===== config.mk =====
export PLATFORM = sky130hd
export DESIGN_NAME = aes128_inv_keymem
export DESIGN_NICKNAME = d
export VERILOG_FILES = /design/src/rtl/core/aes128_inv_pkg.sv /design/src/rtl/core/aes128_inv_keymem.sv
export SDC_FILE = /design/constraint.sdc
export NUM_CORES = 1
export LEC_CHECK = 0
export ABC_CLOCK_PERIOD_IN_PS = 26200
export BUFFER_PORTS_ARGS = -buffer_cell sky130_fd_sc_hd__clkbuf_2
export CAP_MARGIN = 20
export CORE_ASPECT_RATIO = 2
export CORE_MARGIN = 8
export CORE_UTILIZATION = 50
export CTS_CLUSTER_SIZE = 24
export DETAILED_ROUTE_END_ITERATION = 8
export PLACE_DENSITY = 0.67
export RECOVER_POWER = 50
export REMOVE_ABC_BUFFERS = 1
export SLEW_MARGIN = 10
export SYNTH_ARGS = -nofsm -noshare
export SYNTH_HDL_FRONTEND = slang
export SYNTH_SLANG_ARGS = --single-unit

===== constraint.sdc =====
create_clock -name clk -period 26.2 [get_ports clk]
set_clock_uncertainty 0.15 [all_clocks]
set_input_delay 5.24 -clock clk [delete_from_list [all_inputs] [get_ports clk]]
set_output_delay 5.24 -clock clk [all_outputs]
set_load 0.03 [all_outputs]

===== src/rtl/core/aes128_inv_pkg.sv =====
package aes128_inv_pkg;
	localparam int Rounds = 10;
	localparam int KeyDepth = Rounds + 1;
	localparam int SlotW = 4;
	localparam int RndW = $clog2(Rounds + 1);

	localparam logic CmdLoad = 1'b0;
	localparam logic CmdDecrypt = 1'b1;

	typedef struct packed {
		logic [0:0] cmd;
		logic [SlotW-1:0] key_slot;
		logic [63:0] data_hi;
		logic [63:0] data_lo;
	} in_item_t;

	typedef struct packed {
		logic [63:0] plain_hi;
		logic [63:0] plain_lo;
	} out_item_t;

	// Key store request from the controller to the key memory.
	typedef struct packed {
		logic we;
		logic [RndW-1:0] addr;
		logic [127:0] wdata;
	} key_req_t;

	localparam logic [7:0] InvSbox [256] = '{
		8'h52,8'h09,8'h6a,8'hd5,8'h30,8'h36,8'ha5,8'h38,8'hbf,8'h40,8'ha3,8'h9e,8'h81,8'hf3,8'hd7,8'hfb,
		8'h7c,8'he3,8'h39,8'h82,8'h9b,8'h2f,8'hff,8'h87,8'h34,8'h8e,8'h43,8'h44,8'hc4,8'hde,8'he9,8'hcb,
		8'h54,8'h7b,8'h94,8'h32,8'ha6,8'hc2,8'h23,8'h3d,8'hee,8'h4c,8'h95,8'h0b,8'h42,8'hfa,8'hc3,8'h4e,
		8'h08,8'h2e,8'ha1,8'h66,8'h28,8'hd9,8'h24,8'hb2,8'h76,8'h5b,8'ha2,8'h49,8'h6d,8'h8b,8'hd1,8'h25,
		8'h72,8'hf8,8'hf6,8'h64,8'h86,8'h68,8'h98,8'h16,8'hd4,8'ha4,8'h5c,8'hcc,8'h5d,8'h65,8'hb6,8'h92,
		8'h6c,8'h70,8'h48,8'h50,8'hfd,8'hed,8'hb9,8'hda,8'h5e,8'h15,8'h46,8'h57,8'ha7,8'h8d,8'h9d,8'h84,
		8'h90,8'hd8,8'hab,8'h00,8'h8c,8'hbc,8'hd3,8'h0a,8'hf7,8'he4,8'h58,8'h05,8'hb8,8'hb3,8'h45,8'h06,
		8'hd0,8'h2c,8'h1e,8'h8f,8'hca,8'h3f,8'h0f,8'h02,8'hc1,8'haf,8'hbd,8'h03,8'h01,8'h13,8'h8a,8'h6b,
		8'h3a,8'h91,8'h11,8'h41,8'h4f,8'h67,8'hdc,8'hea,8'h97,8'hf2,8'hcf,8'hce,8'hf0,8'hb4,8'he6,8'h73,
		8'h96,8'hac,8'h74,8'h22,8'he7,8'had,8'h35,8'h85,8'he2,8'hf9,8'h37,8'he8,8'h1c,8'h75,8'hdf,8'h6e,
		8'h47,8'hf1,8'h1a,8'h71,8'h1d,8'h29,8'hc5,8'h89,8'h6f,8'hb7,8'h62,8'h0e,8'haa,8'h18,8'hbe,8'h1b,
		8'hfc,8'h56,8'h3e,8'h4b,8'hc6,8'hd2,8'h79,8'h20,8'h9a,8'hdb,8'hc0,8'hfe,8'h78,8'hcd,8'h5a,8'hf4,
		8'h1f,8'hdd,8'ha8,8'h33,8'h88,8'h07,8'hc7,8'h31,8'hb1,8'h12,8'h10,8'h59,8'h27,8'h80,8'hec,8'h5f,
		8'h60,8'h51,8'h7f,8'ha9,8'h19,8'hb5,8'h4a,8'h0d,8'h2d,8'he5,8'h7a,8'h9f,8'h93,8'hc9,8'h9c,8'hef,
		8'ha0,8'he0,8'h3b,8'h4d,8'hae,8'h2a,8'hf5,8'hb0,8'hc8,8'heb,8'hbb,8'h3c,8'h83,8'h53,8'h99,8'h61,
		8'h17,8'h2b,8'h04,8'h7e,8'hba,8'h77,8'hd6,8'h26,8'he1,8'h69,8'h14,8'h63,8'h55,8'h21,8'h0c,8'h7d
	};

	function automatic logic [7:0] xt(input logic [7:0] a);
		return {a[6:0], 1'b0} ^ (a[7] ? 8'h1b : 8'h00);
	endfunction

	// Byte i of the state sits at bits 127-8i.
	function automatic logic [7:0] get_b(input logic [127:0] s, input int i);
		return s[127 - 8*i -: 8];
	endfunction

	function automatic logic [127:0] inv_shift_sub(input logic [127:0] s);
		logic [127:0] t;
		for (int c = 0; c < 4; c++) begin
			for (int r = 0; r < 4; r++) begin
				t[127 - 8*(4*c + r) -: 8] = InvSbox[get_b(s, 4*((c - r + 4) % 4) + r)];
			end
		end
		return t;
	endfunction

	function automatic logic [127:0] inv_mix(input logic [127:0] s);
		logic [127:0] t;
		logic [7:0] a, a2, a4, a8;
		logic [7:0] m9 [4];
		logic [7:0] mb [4];
		logic [7:0] md [4];
		logic [7:0] me [4];
		for (int c = 0; c < 4; c++) begin
			for (int j = 0; j < 4; j++) begin
				a = get_b(s, 4*c + j);
				a2 = xt(a);
				a4 = xt(a2);
				a8 = xt(a4);
				m9[j] = a8 ^ a;
				mb[j] = a8 ^ a2 ^ a;
				md[j] = a8 ^ a4 ^ a;
				me[j] = a8 ^ a4 ^ a2;
			end
			t[127 - 8*(4*c) -: 8] = me[0] ^ mb[1] ^ md[2] ^ m9[3];
			t[127 - 8*(4*c+1) -: 8] = m9[0] ^ me[1] ^ mb[2] ^ md[3];
			t[127 - 8*(4*c+2) -: 8] = md[0] ^ m9[1] ^ me[2] ^ mb[3];
			t[127 - 8*(4*c+3) -: 8] = mb[0] ^ md[1] ^ m9[2] ^ me[3];
		end
		return t;
	endfunction
endpackage


===== src/rtl/core/aes128_inv_keymem.sv =====
module aes128_inv_keymem (
	input logic clk,
	input aes128_inv_pkg::key_req_t req,
	output logic [127:0] rdata
);
	import aes128_inv_pkg::*;

	logic [127:0] mem [KeyDepth];

	// One read, one write per cycle if we; rdata registered.
	always_ff @(posedge clk) begin
		if (req.we) begin
			mem[req.addr] <= req.wdata;
		end
		rdata <= mem[req.addr];
	end
endmodule


==> results of run 1 <==
[layer usage]
metal | wire [µm] | GRT usage | part of all wire | vias to the layer above
li1 | - | - | - | 12700
met1 | 54700 | 0.254 | 0.40 | 15200
met2 | 70200 | 0.365 | 0.52 | 819
met3 | 7350 | 0.0429 | 0.054 | 231
met4 | 3870 | 0.0738 | 0.028 | 24
met5 | 159 | 0 | 0.0012 | -
[worst register-to-register path, cell delays in order (launching register included)]
cell and delay [ns]:
edfxtp_1 0.37, mux2_2 0.27, o211ai_1 0.19, o31ai_2 0.16
[state kept, by name (all words and copies together) (netlist names)]
register	flops
mem	1408
rdata	128
[cell type report]
| class | count | area, µm² | area share |
|---|---|---|---|
| well taps | 1521 | 1900 | 0.0292 |
| clock inverters | 62 | 657 | 0.0101 |
| flip-flops and latches | 1536 | 44800 | 0.688 |
| multi-input cells | 1301 | 12400 | 0.190 |
| diodes | 16 | 40.0 | 0.000614 |
| clock buffers | 185 | 3780 | 0.0580 |
| repair buffers | 318 | 1570 | 0.0240 |
[power by group through the flow]
stage	clock network [mW]	registers, mW	logic [mW]
floorplan	0	2.85	0.124
global placement	0	2.81	0.302
detailed placement	0	2.82	0.311
CTS	2.04	2.76	0.312
global route	2.12	2.77	0.324
finish	2.00	2.76	0.303
[kinds of logic (layout without fill, tap and decap cells)]
logic type,count (synthesis),after routing,share of synthesized area
muxes,640,640,0.118
DFF,1536,1536,0.769
AOI/OAI and AO/OA,512,512,0.0769
and+or+nand+nor,149,149,0.0155
other,0,16,0
buffers and inverters,186,565,0.0208
[worst paths after layout]
check             depth (start not counted)           to  slack, ns
setup / recovery                          4  mem[9][114]      14.16
hold / removal                            3    rdata[24]       0.44
setup reg to reg                          3   rdata[121]      24.74
hold reg to reg                           3    rdata[24]       0.44
[stage by stage]
stage           util  total power, mW  worst slack (ns)
2_1_floorplan      -             2.98             10.88
3_3_place_gp   0.525             3.11             16.60
3_5_place_dp   0.525             3.13             16.48
4_1_cts        0.563             5.11             17.30
5_1_grt        0.561             5.21             14.01
6_report       0.562             5.06             14.16
[cell usage in the layout, fill, tap and decap left out]
cell type,synthesis,final
a22o_1,128,128
buf_12,0,2
buf_16,0,1
buf_4,20,51
buf_8,1,2
bufinv_16,0,11
clkbuf_1,76,214
clkbuf_16,0,140
clkbuf_2,0,82
clkbuf_8,0,11
clkinv_1,0,14
clkinv_2,0,17
clkinv_4,0,4
clkinv_8,0,1
clkinvlp_4,0,4
dfxtp_1,128,128
diode_2,0,16
edfxtp_1,1408,1408
inv_16,0,1
inv_6,0,10
mux2_1,42,42
mux2_2,342,342
mux2i_1,256,256
nand2_1,2,1
nand2_8,0,1
nand2b_1,131,130
nand2b_4,0,1
nand3b_1,2,2
nor2_1,9,1
nor2_4,0,8
nor2b_4,0,1
nor3_2,0,3
o211ai_1,128,128
o22ai_1,128,128
o31ai_2,128,128
or3b_2,1,1
==> out/metrics.cfg, run 1 <==
[status]
status = finished, violations left
violations = capacitance limit, slew limit

[flow_run]
maxCapViolCount = 4

[floorplan]
die_x_um = 258
die_h_um = 499
boundaryPins = 262
fp-row-count = 177
coreArea_um2 = 116000
die_area_um2 = 129000
initial_utilization = 0.503

[grt]
globalRouteTotalUtil = 0.208
grt_overflow = 0
grt_pass1_vias = 31100
antenna_found_initial = 32
grt_pass1_wl_um = 200000
grt_max_degree = 172

[hold_path]
min_from = mem[10][24]
hp-class = reg2reg

[pwr]
powerDensity_nw_per_um2 = 77.7
power.share.switching = 0.216
share_comb_of_total_power = 0.060
power.internal_mw = 3.97
pwr-share-seq = 0.546
clkPwrFrac = 0.394
ir_drop_mv = 0.0661
power_leakage_nw = 21.4
power_switching_mw = 1.09

[placed_design]
postPlaceCellArea_um2 = 60900
portBuffers = 261
gp_congestion = 0.725
dp_hpwl_um = 71500
dpl.cell_count = 4675

[clocking]
clk_latency_ns = 0.76
clk_path_buf_depth = 3
tritoncts = yes
cts_setup_buffers = 0
clkTransAtPathRegs_ns = 0.06
clock_sinks = 1536
cts_root_buffer = clkbuf_16
ctsResizeCount = 0
htree_levels = 4
numCtsBuffers = 134
hold_buffers = 0

[critical_path]
worstSetupEndpointType = register
crit_start = req[131]
path_buf_inv = 2
cp_top_family = buffers and inverters
required_ns = 26.36
crit_chain = clkbuf_1 -> nand3b_1 -> nor2_4 -> clkbuf_1
crit_top_cell = clkbuf_1
startpoint_type = input pin
cp_slowest_cell = clkbuf_1
rr_startpoint = mem[8][121]
crit_type = in2reg
worstPathMaxFanout = 62
cpPeakStageDelay_ns = 3.37
critPathArrivalTime_ns = 12.20

[timing]
worstMarginPinSlew_ns = 5.10
hold_viol = 0
max_freq_mhz = 83.1
holdWs_ns = 0.436
min_period_ns = 12.04
fin_tns_setup_ns = 0
finalSetupViolCount = 0
relSlewSlack = -2.40
slew_viol_final = 159
rsz0062_at_grt = no
period_share = 0.460

[yosys]
yosysTopAreaCellShare = 0.725
syn_area_um2 = 58300
postSynthCellCount = 3023
synth-seq-area-share = 0.769
async_flop_share = 0
ys_seq_elements = 1536
synth.most_common_cell = edfxtp_1
synth_ff_type = edfxtp_1
synth-edff-count = 1408
ys_types = 22
synth_top_cell_by_area = edfxtp_1
synth_area_leaders = edfxtp_1 (72%), mux2_2 (6.6%), dfxtp_1 (4.4%)
ys_top_cells_by_count = edfxtp_1 (1408), mux2_2 (342), mux2i_1 (256)
yosysWarnings = 0
synth.avg_cell_area_um2 = 19.3

[route]
vias = 29000
drtIter0Drc = 2053
drt-pass1-iter-count = 5
ant_nets = 0
vias_per_cell = 5.87
wl_per_cell_um = 27.6
drcViolationCount = 0
finalWirelength_um = 136000

[finish]
fin_nets = 3425
fillers = 8905
drive_gt1_frac = 0.242
syn_to_final_growth_pct = 11.7
final_cell_area_um2 = 65200
finalNonFillerCells = 4939

No activity file was read; power rests on OpenSTA's default activity.
==> inputs of run 2 (changes only) <==
ABC_CLOCK_PERIOD_IN_PS = 11600   (was 26200)
clock period = 11.6 ns   (was 26.2 ns; I/O delays follow)
==> out/metrics.cfg, run 2 (synthesis gave the netlist of run 1 again) <==
[critical_path]
critPathArrivalTime_ns = 8.49
worstPathMaxFanout = 71
required_ns = 11.82
r2r_setup_slack_ns = 10.22
crit_start = req[129]
crit_type = in2reg
worstSetupEndpointType = register
rr_startpoint = mem[3][66]
startpoint_type = input pin
worstSetupEndpoint = mem[6][67]
r2r_cells = 3
r2r_end = rdata[66]

[timing]
hold_viol = 0
rsz0062_at_grt = no
min_period_ns = 8.27
slew_viol_final = 104
worstMarginPinSlew_ns = 3.95
fin_tns_setup_ns = 0
relSlewSlack = -1.64
max_freq_mhz = 121
holdWs_ns = 0.433
finalWorstSetupSlack_ns = 3.33
finalSetupViolCount = 0
period_share = 0.713

[pwr]
power.internal_mw = 9.00
power_leakage_nw = 21.3
ir_drop_mv = 0.172
power.share.switching = 0.215
share_comb_of_total_power = 0.060
power_switching_mw = 2.46
pwr-share-seq = 0.544
powerDensity_nw_per_um2 = 176
clkPwrFrac = 0.396

[grt]
grt_pass1_wl_um = 202000
antenna_found_initial = 28
globalRouteTotalUtil = 0.210
grt_pass1_vias = 31200
grt_max_degree = 100
grt_overflow = 0

[route]
met3_wirelength_um = 7980
finalWirelength_um = 136000
top_layer_used = met5
vias = 29100
ant_nets = 0
drtIter0Drc = 1978
wl_met2_um = 71300
drcViolationCount = 0
drt-pass1-iter-count = 5
wl_per_cell_um = 27.7
met1_length_um = 52900
vias_per_cell = 5.89

[finish]
syn_to_final_growth_pct = 11.8
final_cell_mix = edfxtp_1 (1408), mux2_2 (342), clkbuf_1 (259), mux2i_1 (256), clkbuf_16 (139)
final_cell_area_um2 = 65200
largest_reg_flops = 1408
fin_nets = 3426
post-route-util = 0.562
final_common_cell = edfxtp_1
fillers = 8854
top_regs = mem (1408), rdata (128)
top_register = mem
drive_gt1_frac = 0.229

[clocking]
clk_path_buf_depth = 3
clock_sinks = 1536
cts_setup_buffers = 0
clkTransAtPathRegs_ns = 0.06
ctsResizeCount = 0
clk_latency_ns = 0.76
hold_buffers = 0
tritoncts = yes
htree_levels = 4
numCtsBuffers = 133
cts_root_buffer = clkbuf_16

[floorplan]
fp-row-count = 177
die_x_um = 258
initial_utilization = 0.503
die_area_um2 = 129000
coreArea_um2 = 116000
die_h_um = 499
boundaryPins = 262

[hold_path]
hp-class = reg2reg
min_from = mem[10][61]

[flow_run]
maxCapViolCount = 2

[placed_design]
gp_congestion = 0.745
postPlaceCellArea_um2 = 60900
portBuffers = 261
pre_cts_ws_ns = 4.78
dp_hpwl_um = 73700

[status]
status = finished, violations left
violations = capacitance limit, slew limit

[run 2: worst min path at each step]
stage	end	slack (ns)	cells after the start
after floorplan	rdata[0]	0.41	3
after global placement	rdata[86]	0.42	3
after detailed placement	rdata[61]	0.43	3
after CTS	rdata[61]	0.44	3
after global routing	rdata[70]	0.47	3
final	rdata[61]	0.43	3
[run 2: per-layer routing]
layer	GRT usage	vias up
met5	0	-
met4	0.0788	16
met3	0.0433	254
met2	0.369	892
met1	0.252	15200
li1	-	12700
[run 2: stage by stage]
| step | total power [mW] | std cells |
|---|---|---|
| 2_1_floorplan | 6.72 | 2837 |
| 6_report | 11.5 | 4934 |
| 5_1_grt | 11.8 | 4927 |
| 4_1_cts | 11.6 | 4921 |
| 3_5_place_dp | 7.07 | 4676 |
| 3_3_place_gp | 7.04 | 4674 |
[run 2: power groups by stage]
stage          sequential, mW  combinational [mW]  clock [mW]
4_1_cts                  6.24               0.709        4.64
6_report                 6.24               0.685        4.54
3_3_place_gp             6.35               0.686           0
2_1_floorplan            6.44               0.280           0
3_5_place_dp             6.36               0.707           0
5_1_grt                  6.25               0.733        4.83
[run 2: area by class of cell]
type,instances,area (µm²),area share
multi-input combinational,1301,12400,0.190
sequential,1536,44800,0.688
clock inverter,58,707,0.0108
antenna,11,27.5,0.000422
timing repair buffer,320,1590,0.0243
clock buffer,187,3770,0.0578
tap,1521,1900,0.0292
[run 2: worst max-delay path, stage by stage]
cell and delay (ns):
buf_8 0.28, clkbuf_1 2.82, nand2b_1 0.84, nor2_4 0.62
buf_4 0.61, buf_4 0.78
